$ cat src/design/swam_pkg.sv
// Shared constants, types and state codes for the sliding window statistics block.
package swam_pkg;

  localparam int DATA_W   = 12;
  localparam int WINDOW   = 10;
  localparam int NZ_W     = 4;
  localparam int CNT_RAW  = $clog2(WINDOW + 1);
  localparam int CNT_W    = (CNT_RAW < NZ_W) ? NZ_W : CNT_RAW;
  // |sum| <= WINDOW * 2^(DATA_W-1); one extra bit for the sign
  localparam int SUM_W    = $clog2(WINDOW * (2 ** (DATA_W - 1))) + 1;
  // |mean| <= 2^(DATA_W-1), so the quotient needs DATA_W magnitude bits
  localparam int QW       = DATA_W;
  localparam int STEP_W   = $clog2(QW);
  localparam int WALK_W   = (WINDOW > 1) ? $clog2(WINDOW) : 1;

  typedef logic signed [DATA_W-1:0] data_t;

  typedef enum logic [2:0] {
    S_IDLE,
    S_WALK,
    S_PREP,
    S_DIV,
    S_DONE
  } state_t;

  typedef struct packed {
    logic             start;
    logic             neg;
    logic [SUM_W-1:0] mag;
    logic [CNT_W-1:0] den;
  } div_req_t;

endpackage

$ cat src/design/sliding_window_avg_min_max_core.sv
// Top level: window cell chain, statistics walk, serial divide and output register.
//
//  channel | handshake           | payload
//  --------+---------------------+-------------------------------------------
//  in      | in_valid / in_ready | sample
//  out     | out_valid/out_ready | average, minimum, maximum, nonzero_count
//
// An item passes through these steps: shift the sample into the cell chain,
// rotate the chain once past the accumulator, start the divider, run the serial
// divide and its done flag, then load the result.
// An all-empty window skips the divide.
// Reset clears every cell to zero, so the window starts as empty slots.
// A result waits in the output register; the next item is taken meanwhile,
// and the block only holds in its final state while an older result is unread.
module sliding_window_avg_min_max_core (
  input  logic            clk,
  input  logic            rst,
  input  logic            in_valid,
  output logic            in_ready,
  input  swam_pkg::data_t sample,
  output logic            out_valid,
  input  logic            out_ready,
  output swam_pkg::data_t average,
  output swam_pkg::data_t minimum,
  output swam_pkg::data_t maximum,
  output logic [swam_pkg::NZ_W-1:0] nonzero_count
);
  import swam_pkg::*;

  localparam logic [WALK_W-1:0] WALK_LAST = WALK_W'(WINDOW - 1);

  state_t state, state_next;

  // cell chain: cell 0 holds the oldest sample, cell WINDOW-1 the newest
  data_t cell_q   [WINDOW];
  data_t cell_din [WINDOW];
  logic  shift_en;
  logic  in_accept;

  logic [WALK_W-1:0]       walk_cnt;
  logic signed [SUM_W-1:0] sum;
  logic [CNT_W-1:0]        cnt;
  data_t                   lo;
  data_t                   hi;
  data_t                   head;

  div_req_t div_req;
  logic     div_done;
  data_t    div_quot;
  logic     load_out;

  assign in_ready  = (state == S_IDLE);
  assign in_accept = in_valid && in_ready;
  assign head      = cell_q[0];

  // Shifting in the new sample drops the front cell. Before the window fills
  // the front is an empty zero slot, so the kept values match filling in order.
  genvar gi;
  generate
    for (gi = 0; gi < WINDOW; gi++) begin : g_cell
      if (gi == WINDOW - 1) begin : g_tail
        assign cell_din[gi] = (state == S_IDLE) ? sample : cell_q[0];
      end else begin : g_mid
        assign cell_din[gi] = cell_q[gi+1];
      end
      swam_cell u_cell (
        .clk      (clk),
        .rst      (rst),
        .shift_en (shift_en),
        .din      (cell_din[gi]),
        .q        (cell_q[gi])
      );
    end
  endgenerate

  swam_div u_div (
    .clk  (clk),
    .rst  (rst),
    .req  (div_req),
    .done (div_done),
    .quot (div_quot)
  );

  always_ff @(posedge clk) begin
    if (rst) begin
      state <= S_IDLE;
    end else begin
      state <= state_next;
    end
  end

  always_comb begin
    state_next    = state;
    shift_en      = 1'b0;
    load_out      = 1'b0;
    div_req.start = 1'b0;
    div_req.neg   = sum[SUM_W-1];
    div_req.mag   = sum[SUM_W-1] ? SUM_W'(-sum) : SUM_W'(sum);
    div_req.den   = cnt;
    case (state)
      S_IDLE: begin
        if (in_accept) begin
          shift_en   = 1'b1;
          state_next = S_WALK;
        end
      end
      S_WALK: begin
        // full rotation: the chain ends in its original order
        shift_en = 1'b1;
        if (walk_cnt == WALK_LAST) begin
          state_next = S_PREP;
        end
      end
      S_PREP: begin
        if (cnt == '0) begin
          state_next = S_DONE;
        end else begin
          div_req.start = 1'b1;
          state_next    = S_DIV;
        end
      end
      S_DIV: begin
        if (div_done) begin
          state_next = S_DONE;
        end
      end
      S_DONE: begin
        if (!out_valid || out_ready) begin
          load_out   = 1'b1;
          state_next = S_IDLE;
        end
      end
      default: begin
        state_next = S_IDLE;
      end
    endcase
  end

  // walk counter and statistics accumulators
  always_ff @(posedge clk) begin
    if (rst) begin
      walk_cnt <= '0;
    end else if (state == S_WALK) begin
      walk_cnt <= (walk_cnt == WALK_LAST) ? '0 : walk_cnt + 1'b1;
    end
  end

  always_ff @(posedge clk) begin
    if (state == S_IDLE) begin
      sum <= '0;
      cnt <= '0;
    end else if (state == S_WALK) begin
      if (head != '0) begin
        sum <= sum + SUM_W'(head);
        cnt <= cnt + 1'b1;
      end
      if (walk_cnt == '0) begin
        lo <= head;
        hi <= head;
      end else begin
        if (head < lo) lo <= head;
        if (head > hi) hi <= head;
      end
    end
  end

  // output register
  always_ff @(posedge clk) begin
    if (rst) begin
      out_valid <= 1'b0;
    end else if (load_out) begin
      out_valid <= 1'b1;
    end else if (out_ready) begin
      out_valid <= 1'b0;
    end
  end

  always_ff @(posedge clk) begin
    if (load_out) begin
      average       <= (cnt == '0) ? data_t'(0) : div_quot;
      minimum       <= lo;
      maximum       <= hi;
      nonzero_count <= cnt[NZ_W-1:0];
    end
  end

  a_accept_walk: assert property (@(posedge clk) disable iff (rst)
    in_accept |=> (state == S_WALK) && !in_ready)
    else $error("accepted item did not start the window walk");

  a_cnt_bound: assert property (@(posedge clk) disable iff (rst)
    (state == S_PREP) |-> (cnt <= CNT_W'(WINDOW)))
    else $error("nonzero count exceeds window size");

  a_lo_hi: assert property (@(posedge clk) disable iff (rst)
    (state == S_WALK) && (walk_cnt != '0) |-> (lo <= hi))
    else $error("running minimum above running maximum");

  a_div_done: assert property (@(posedge clk) disable iff (rst)
    div_done |-> (state == S_DIV))
    else $error("divider finished outside the divide phase");

  a_load_free: assert property (@(posedge clk) disable iff (rst)
    load_out |-> (!out_valid || out_ready))
    else $error("result loaded over an unread result");

endmodule

$ cat src/design/swam_cell.sv
// One window slot: a register that takes its neighbor's value when the chain moves.
module swam_cell (
  input  logic          clk,
  input  logic          rst,
  input  logic          shift_en,
  input  swam_pkg::data_t din,
  output swam_pkg::data_t q
);
  import swam_pkg::*;

  always_ff @(posedge clk) begin
    if (rst) begin
      q <= '0;
    end else if (shift_en) begin
      q <= din;
    end
  end

endmodule

$ cat src/design/swam_div.sv
// Serial restoring divider: signed sum by nonzero count, one quotient bit per cycle.
module swam_div (
  input  logic               clk,
  input  logic               rst,
  input  swam_pkg::div_req_t req,
  output logic               done,
  output swam_pkg::data_t    quot
);
  import swam_pkg::*;

  localparam logic [STEP_W-1:0] STEP_LAST = STEP_W'(QW - 1);

  logic              busy;
  logic [STEP_W-1:0] step;
  logic [CNT_W-1:0]  rem;
  logic [CNT_W-1:0]  den;
  logic [QW-1:0]     q;
  logic              neg;
  logic [CNT_W:0]    trial;
  logic [CNT_W:0]    diff;

  assign trial = {rem, q[QW-1]};
  assign diff  = trial - {1'b0, den};

  always_ff @(posedge clk) begin
    if (rst) begin
      busy <= 1'b0;
      done <= 1'b0;
      step <= '0;
    end else begin
      done <= 1'b0;
      if (req.start) begin
        busy <= 1'b1;
        step <= '0;
      end else if (busy) begin
        step <= step + 1'b1;
        if (step == STEP_LAST) begin
          busy <= 1'b0;
          done <= 1'b1;
        end
      end
    end
  end

  always_ff @(posedge clk) begin
    if (req.start) begin
      // high part is below the divisor since |mean| < 2^QW
      rem <= CNT_W'(req.mag >> QW);
      q   <= req.mag[QW-1:0];
      den <= req.den;
      neg <= req.neg;
    end else if (busy) begin
      if (trial >= {1'b0, den}) begin
        rem <= diff[CNT_W-1:0];
        q   <= {q[QW-2:0], 1'b1};
      end else begin
        rem <= trial[CNT_W-1:0];
        q   <= {q[QW-2:0], 1'b0};
      end
    end
  end

  assign quot = neg ? data_t'(~q + 1'b1) : data_t'(q);

endmodule
$ cat config.mk
export PLATFORM = sky130hd
export DESIGN_NAME = sliding_window_avg_min_max_core
export DESIGN_NICKNAME = d
export VERILOG_FILES = /design/src/design/swam_pkg.sv /design/src/design/sliding_window_avg_min_max_core.sv /design/src/design/swam_cell.sv /design/src/design/swam_div.sv
export SDC_FILE = /design/constraint.sdc
export NUM_CORES = 1
export LEC_CHECK = 0
export ABC_AREA = 1
export BUFFER_PORTS_ARGS = -buffer_cell sky130_fd_sc_hd__buf_2
export CAP_MARGIN = 20
export CORE_ASPECT_RATIO = 2
export CORE_MARGIN = 3
export CORE_UTILIZATION = 41
export CTS_BUF_LIST = sky130_fd_sc_hd__clkbuf_16
export CTS_CLUSTER_DIAMETER = 60
export CTS_CLUSTER_SIZE = 40
export DETAILED_ROUTE_END_ITERATION = 10
export PLACE_DENSITY = 0.6
export SKIP_CTS_REPAIR_TIMING = 1
export SYNTH_ARGS = -nofsm -noshare
export SYNTH_HDL_FRONTEND = slang
export SYNTH_SLANG_ARGS = --single-unit
$ cat constraint.sdc
create_clock -name clk -period 5.2 [get_ports clk]
set_input_delay 0.52 -clock clk [delete_from_list [all_inputs] [get_ports clk]]
set_output_delay 0.52 -clock clk [all_outputs]
set_load 0.03 [all_outputs]
==> results of run 1 <==
==> cells in the final DEF, fill, tap and decap left out, types with 3 or more instances in the layout <==
cell type and instances:
nor3_1 17, xnor2_1 10, edfxtp_1 85, nor3_4 3, ha_1 47, o21bai_1 3
a21oi_1 64, inv_1 108, buf_4 6, nor2_1 283, o21ai_0 174, buf_2 57
dfxtp_1 154, nand3_1 34, xor2_1 10, clkinv_16 3, nand4_1 6, clkbuf_16 13
a31oi_1 12, nand2_1 164
==> worst paths after layout <==
| kind | cells after the start | slack [ns] | to |
|---|---|---|---|
| hold reg to reg | 0 | 0.46 | minimum[10] |
| hold / removal | 3 | 0.25 | g_cell[9].u_cell.q[10] |
| setup / recovery | 7 | 1.85 | u_div.q[7] |
| setup reg to reg | 7 | 1.85 | u_div.q[7] |
==> registers in the layout, summed over array words and instances, names as in the netlist <==
name / flops
nonzero_count: 4
hi: 12
u_div.step: 4
u_div.q: 12
minimum: 12
state: 3
out_valid: 1
sum: 16
g_cell.u_cell.q: 120
u_div.neg: 1
average: 12
cnt: 4
lo: 12
u_div.done: 1
maximum: 12
u_div.den: 4
u_div.busy: 1
u_div.rem: 4
walk_cnt: 4
==> metrics by stage <==
stage	total power [mW]	utilization, %	hold WS (ns)	instances
2_1_floorplan	5.06	-	0.426	1253
3_3_place_gp	5.70	43.9	0.435	1599
3_5_place_dp	5.75	43.9	0.435	1599
4_1_cts	6.95	45.8	0.237	1619
5_1_grt	7.50	45.8	0.252	1619
6_report	6.87	45.8	0.253	1619
==> final cells by class <==
type,instances,share of cell area (%)
Tap cell,336,3.64
Timing Repair Buffer,64,3.03
Sequential cell,239,48.8
Clock inverter,7,1.21
Inverter,112,3.65
Clock buffer,13,2.82
Multi-Input combinational cell,848,36.9
==> critical path, delay by kind of cell, from the launching register on <==
kind | cells | cell delay, ns
AND/OR/NAND/NOR | 3 | 1.55
adder cells (fa/ha/maj) | 1 | 0.20
flip-flops | 1 | 0.42
buffers and inverters | 3 | 0.80
==> kinds of logic (layout without fill, tap and decap cells) <==
family	count (synthesis)	in the layout	synth area share, %
compound gates	263	263	12.9
buf+inv	166	196	6.46
flops	239	239	53.4
xor+xnor	20	20	1.66
fa+ha+maj	49	49	5.95
simple gates	516	516	19.6
==> routing by layer <==
| metal | share of wire, % | routed length [µm] |
|---|---|---|
| met1 | 40 | 8990 |
| met2 | 56 | 12700 |
| met3 | 2.0 | 459 |
| met4 | 2.7 | 610 |
| met5 | 0 | 0 |
==> power by group through the flow <==
stage / Clock [mW] / Combinational (mW) / Sequential (mW)
5_1_grt: 1.30 / 2.96 / 3.24
4_1_cts: 1.24 / 2.55 / 3.16
3_3_place_gp: 0 / 2.51 / 3.19
2_1_floorplan: 0 / 2.04 / 3.02
3_5_place_dp: 0 / 2.54 / 3.21
6_report: 1.20 / 2.52 / 3.15
==> impl_metrics.py, run 1 <==
metrics = {
    "global_routing": {
        "antenna_found_initial": 0,
        "grt_pass1_vias": 7599,
        "use_met2_pct": 32.8,
        "grt.busiest_layer": "met2",
        "grt_max_degree": 111,
        "met1_usage_pct": 18.3,
        "met3_usage_pct": 1.19,
        "grt_pass1_wl_um": 37700,
        "grt_remaining_overflow": 0,
        "grt_util_all_layers_pct": 16.6,
    },
    "min_path": {
        "min_from": "sample[10]",
        "hold_path.class": "primary input to flop",
    },
    "power": {
        "max-vdd-ir-drop_mv": 0.323,
        "seqPwrFrac_pct": 45.9,
        "pwr-share-comb_pct": 36.6,
        "clkPwrFrac_pct": 17.5,
        "switching_share_pct": 41.4,
        "internal_power_mw": 4.03,
        "p_sw_mw": 2.84,
        "powerDensity_mw_per_mm2": 594,
        "power_leakage_nw": 4.91,
    },
    "synth": {
        "seq_area_frac_synth_pct": 53.4,
        "yosysWarnings": 0,
        "netlist_area_mm2": 0.0106,
        "yosys-top-cells-area": "dfxtp_1, edfxtp_1, nor2_1, o21ai_0, nand2_1",
        "synth_top_area_share_pct": 29.2,
        "synth.most_common_cell": "nor2_1",
        "ys_ff_latch": 239,
        "syn_inst": 1253,
        "synth_edf_count": 85,
        "synthArstFlopShare_pct": 0,
        "synth.distinct_cells": 38,
        "yosys.area.top_type": "dfxtp_1",
        "syn_area_per_cell_um2": 8.43,
        "syn_nets": 1318,
        "synth_common_cells": "nor2_1, o21ai_0, nand2_1",
        "ys.flop_type": "dfxtp_1",
    },
    "layout": {
        "n_fill_cell": 2560,
        "multi_input_area_mm2": 0.00426,
        "synthToLayoutAreaGrowth_pct": 9.43,
        "drive_gt1_share_pct": 7.25,
        "regArea_mm2": 0.00564,
        "fin_nets": 1342,
        "postLayoutCellArea_mm2": 0.0116,
        "diodes": 0,
    },
    "critical_path": {
        "required_ns": 5.34,
        "path_cells": "inv_1, ha_1, nand3_1, inv_1, nor3_4, inv_1, nand2_1",
        "arrival_ns": 3.50,
        "slowest_delay_ns": 0.63,
        "crit_path_end_kind": "flop",
        "crit_slowest_cell": "nand2_1",
        "worstSetupPathType": "flop to flop",
        "crit_top_cell": "inv_1",
        "worst_setup_path_start_kind": "flop",
        "r2r_start": "cnt[0]",
        "startpoint": "cnt[0]",
        "path_max_fanout": 23,
    },
    "clock_tree": {
        "cts-root-buf": "clkbuf_16",
        "clkTransAtPathRegs_ns": 0.13,
        "clk_path_buf_depth": 3,
        "cts.sinks": 239,
        "numCtsBuffers": 12,
        "cts.htree.levels": 1,
        "clk_latency_ns": 0.52,
        "cts_tree": "done",
    },
    "flow_run": {
        "cap_violations": 0,
    },
    "route": {
        "routed_wirelength_um": 22700,
        "drcViolationCount": 0,
        "vias": 7950,
        "wl_per_cell_um": 14.0,
        "drt-initial-drc-count": 376,
        "ant_nets": 0,
        "detail_route.vias_per_cell": 4.91,
        "firstDrtPassIters": 5,
    },
    "sta": {
        "rsz0062_at_grt": "no",
        "skew_ns": 0.0308,
        "fmax_ghz": 0.298,
        "worst_pin_slew_ns": 0.945,
        "setup_viol": 0,
        "hold_viol_final": 0,
        "period_share_pct": 64.5,
        "maxSlewHeadroom_pct": 37.0,
        "setup_tns_ns": 0,
        "min_period_ns": 3.35,
        "drv_slew": 0,
        "setup_ws_ns": 1.85,
    },
    "floorplan": {
        "start_util_pct": 41.8,
        "ios": 58,
        "rows": 82,
        "core_area_mm2": 0.0252,
        "die_w_um": 119,
        "dieHeight_um": 233,
        "die-area_mm2": 0.0278,
    },
    "placed_design": {
        "portBuffers": 57,
        "dp_slack_ns": 1.83,
        "placed_cell_area_mm2": 0.0111,
        "finalWeightedCongestion": 0.881,
        "dp_hpwl_um": 16400,
    },
    "run_status": {
        "status": "finished, final reports clean",
    },
}
No activity file was read; power rests on OpenSTA's default activity.
==> run 2, diff against run 1 <==
Settings changed: ABC_AREA 1 to 0, PLACE_DENSITY 0.6 to 0.58.
Clock period 5.2 ns to 3.3 ns, I/O delays scaled along.
==> impl_metrics.py, run 2 <==
metrics = {
    "critical_path": {
        "crit_top_cell": "o21a_1",
        "path_cells": "ha_1, nor2b_1, o21a_1, o211ai_1, a21oi_1, a311oi_1, o21a_1",
        "slowest_delay_ns": 0.60,
        "worstRegToRegCells": 7,
        "path_max_fanout": 12,
        "worstSetupPathType": "flop to flop",
        "crit_path_end_kind": "flop",
        "required_ns": 3.43,
        "worst_setup_path_start_kind": "flop",
        "crit_slowest_cell": "dfxtp_1",
        "arrival_ns": 2.78,
    },
    "synth": {
        "synth_edf_count": 85,
        "seq_area_frac_synth_pct": 54.1,
        "yosys.area.top_type": "dfxtp_1",
        "syn_area_per_cell_um2": 9.35,
        "syn_nets": 1180,
        "synth.distinct_cells": 57,
        "netlist_area_mm2": 0.0104,
        "synthArstFlopShare_pct": 0,
        "synth.most_common_cell": "nand2_1",
        "ys.flop_type": "dfxtp_1",
        "syn_inst": 1115,
        "synth_top_area_share_pct": 29.6,
        "ys_ff_latch": 239,
        "yosysWarnings": 0,
        "yosys-top-cells-area": "dfxtp_1, edfxtp_1, nand2_1, a21oi_1, ha_1",
        "synth_common_cells": "nand2_1, dfxtp_1, a21oi_1",
    },
    "layout": {
        "largest-register": "g_cell.u_cell.q",
        "utilization_pct": 45.7,
        "synthToLayoutAreaGrowth_pct": 9.79,
        "largest_reg_flops": 120,
        "drive_gt1_share_pct": 9.96,
        "reg.largest.list": "g_cell.u_cell.q: 120 flops, sum: 16 flops",
        "layout_common_cells": "nand2_1, dfxtp_1, a21oi_1",
        "fin_nets": 1216,
        "final_common_cell": "nand2_1",
        "diodes": 0,
    },
    "clock_tree": {
        "numCtsBuffers": 11,
        "cts.htree.levels": 1,
        "cts-root-buf": "clkbuf_16",
        "cts.sinks": 239,
        "clk_latency_ns": 0.49,
        "clkTransAtPathRegs_ns": 0.14,
        "cts_tree": "done",
        "clk_path_buf_depth": 3,
    },
    "global_routing": {
        "grt_util_all_layers_pct": 16.2,
        "grt_pass1_vias": 7261,
        "antenna_found_initial": 0,
        "grt_max_degree": 62,
        "grt_remaining_overflow": 0,
        "grt_pass1_wl_um": 36400,
    },
    "sta": {
        "maxSlewHeadroom_pct": 34.5,
        "rsz0062_at_grt": "no",
        "period_share_pct": 80.3,
        "fmax_ghz": 0.377,
        "drv_slew": 0,
        "min_period_ns": 2.65,
        "setup_viol": 0,
        "hold_viol_final": 0,
        "worst_pin_slew_ns": 0.982,
        "setup_tns_ns": 0,
        "skew_ns": 0.0256,
    },
    "floorplan": {
        "die_w_um": 119,
        "die-area_mm2": 0.0275,
        "start_util_pct": 41.6,
        "core_area_mm2": 0.0250,
        "dieHeight_um": 232,
        "rows": 82,
        "ios": 58,
    },
    "placed_design": {
        "portBuffers": 57,
        "dp_hpwl_um": 16200,
        "finalWeightedCongestion": 0.862,
    },
    "power": {
        "power_leakage_nw": 4.26,
        "max-vdd-ir-drop_mv": 0.337,
        "powerDensity_mw_per_mm2": 445,
    },
    "route": {
        "top_layer": "met4",
        "wl_met3_um": 517,
        "ant_nets": 0,
        "drt-initial-drc-count": 356,
        "met1_length_um": 8670,
        "detail_route.vias_per_cell": 5.10,
        "wl_per_cell_um": 15.0,
        "wl_met2_um": 12600,
        "drcViolationCount": 0,
        "routed_wirelength_um": 22400,
        "firstDrtPassIters": 5,
        "vias": 7597,
    },
    "min_path": {
        "hold_path.class": "primary input to flop",
        "whs_path_depth": 3,
    },
    "run_status": {
        "status": "finished, final reports clean",
    },
    "flow_run": {
        "cap_violations": 0,
    },
}
## run 2: worst paths after layout
check / end / slack [ns] / startpoint
setup reg to reg: hi[10] / 0.65 / g_cell[0].u_cell.q[1]
hold / removal: g_cell[9].u_cell.q[3] / 0.08 / sample[3]
hold reg to reg: g_cell[7].u_cell.q[8] / 0.44 / g_cell[8].u_cell.q[8]
setup / recovery: hi[10] / 0.65 / g_cell[0].u_cell.q[1]
## run 2: report_power, final
group / internal, mW / switching, mW / leakage (nW)
Combinational: 0.0848 / 0.216 / 2.02
Sequential: 3.10 / 0.0351 / 2.07
Clock: 0.671 / 0.991 / 0.172
## run 2: cell type report
class / instances / area (µm²)
Fill cell: 2490 / 13600
Tap cell: 336 / 420
Inverter: 42 / 158
Sequential cell: 239 / 5640
Timing Repair Buffer: 81 / 480
Clock buffer: 11 / 275
Clock inverter: 6 / 90.1
Multi-Input combinational cell: 776 / 4390
## run 2: cell families (layout without fill, tap and decap cells)
group | Yosys count | count (layout) | share of synthesized area [%]
compound gates | 248 | 248 | 14.0
xor+xnor | 37 | 37 | 3.11
fa+ha+maj | 49 | 49 | 6.02
buf+inv | 100 | 140 | 4.07
flops | 239 | 239 | 54.1
mux | 10 | 10 | 0.972
simple gates | 432 | 432 | 17.8
## run 2: critical path, delay by kind of cell (launching register included)
family,cells,cell delay (ns)
AOI/OAI and AO/OA,5,1.22
DFF,1,0.60
and+or+nand+nor,1,0.13
adders and majority gates,1,0.33
## run 2: layer usage
| layer | GRT usage (%) | vias up |
|---|---|---|
| li1 | - | 3894 |
| met1 | 17.5 | 3576 |
| met2 | 32.5 | 94 |
| met3 | 1.54 | 33 |
| met4 | 4.93 | 0 |
| met5 | 0 | - |
## run 2: metrics by stage
stage	power (mW)	instances	area (µm²)	setup WS [ns]	hold slack [ns]
2_1_floorplan	3.41	1115	10400	0.614	0.426
6_report	5.09	1491	11400	0.650	0.0806
5_1_grt	5.32	1491	11400	0.479	0.0691
3_5_place_dp	3.50	1474	11100	0.672	0.440
4_1_cts	5.17	1491	11400	0.642	0.0654
3_3_place_gp	3.50	1474	11100	0.730	0.435
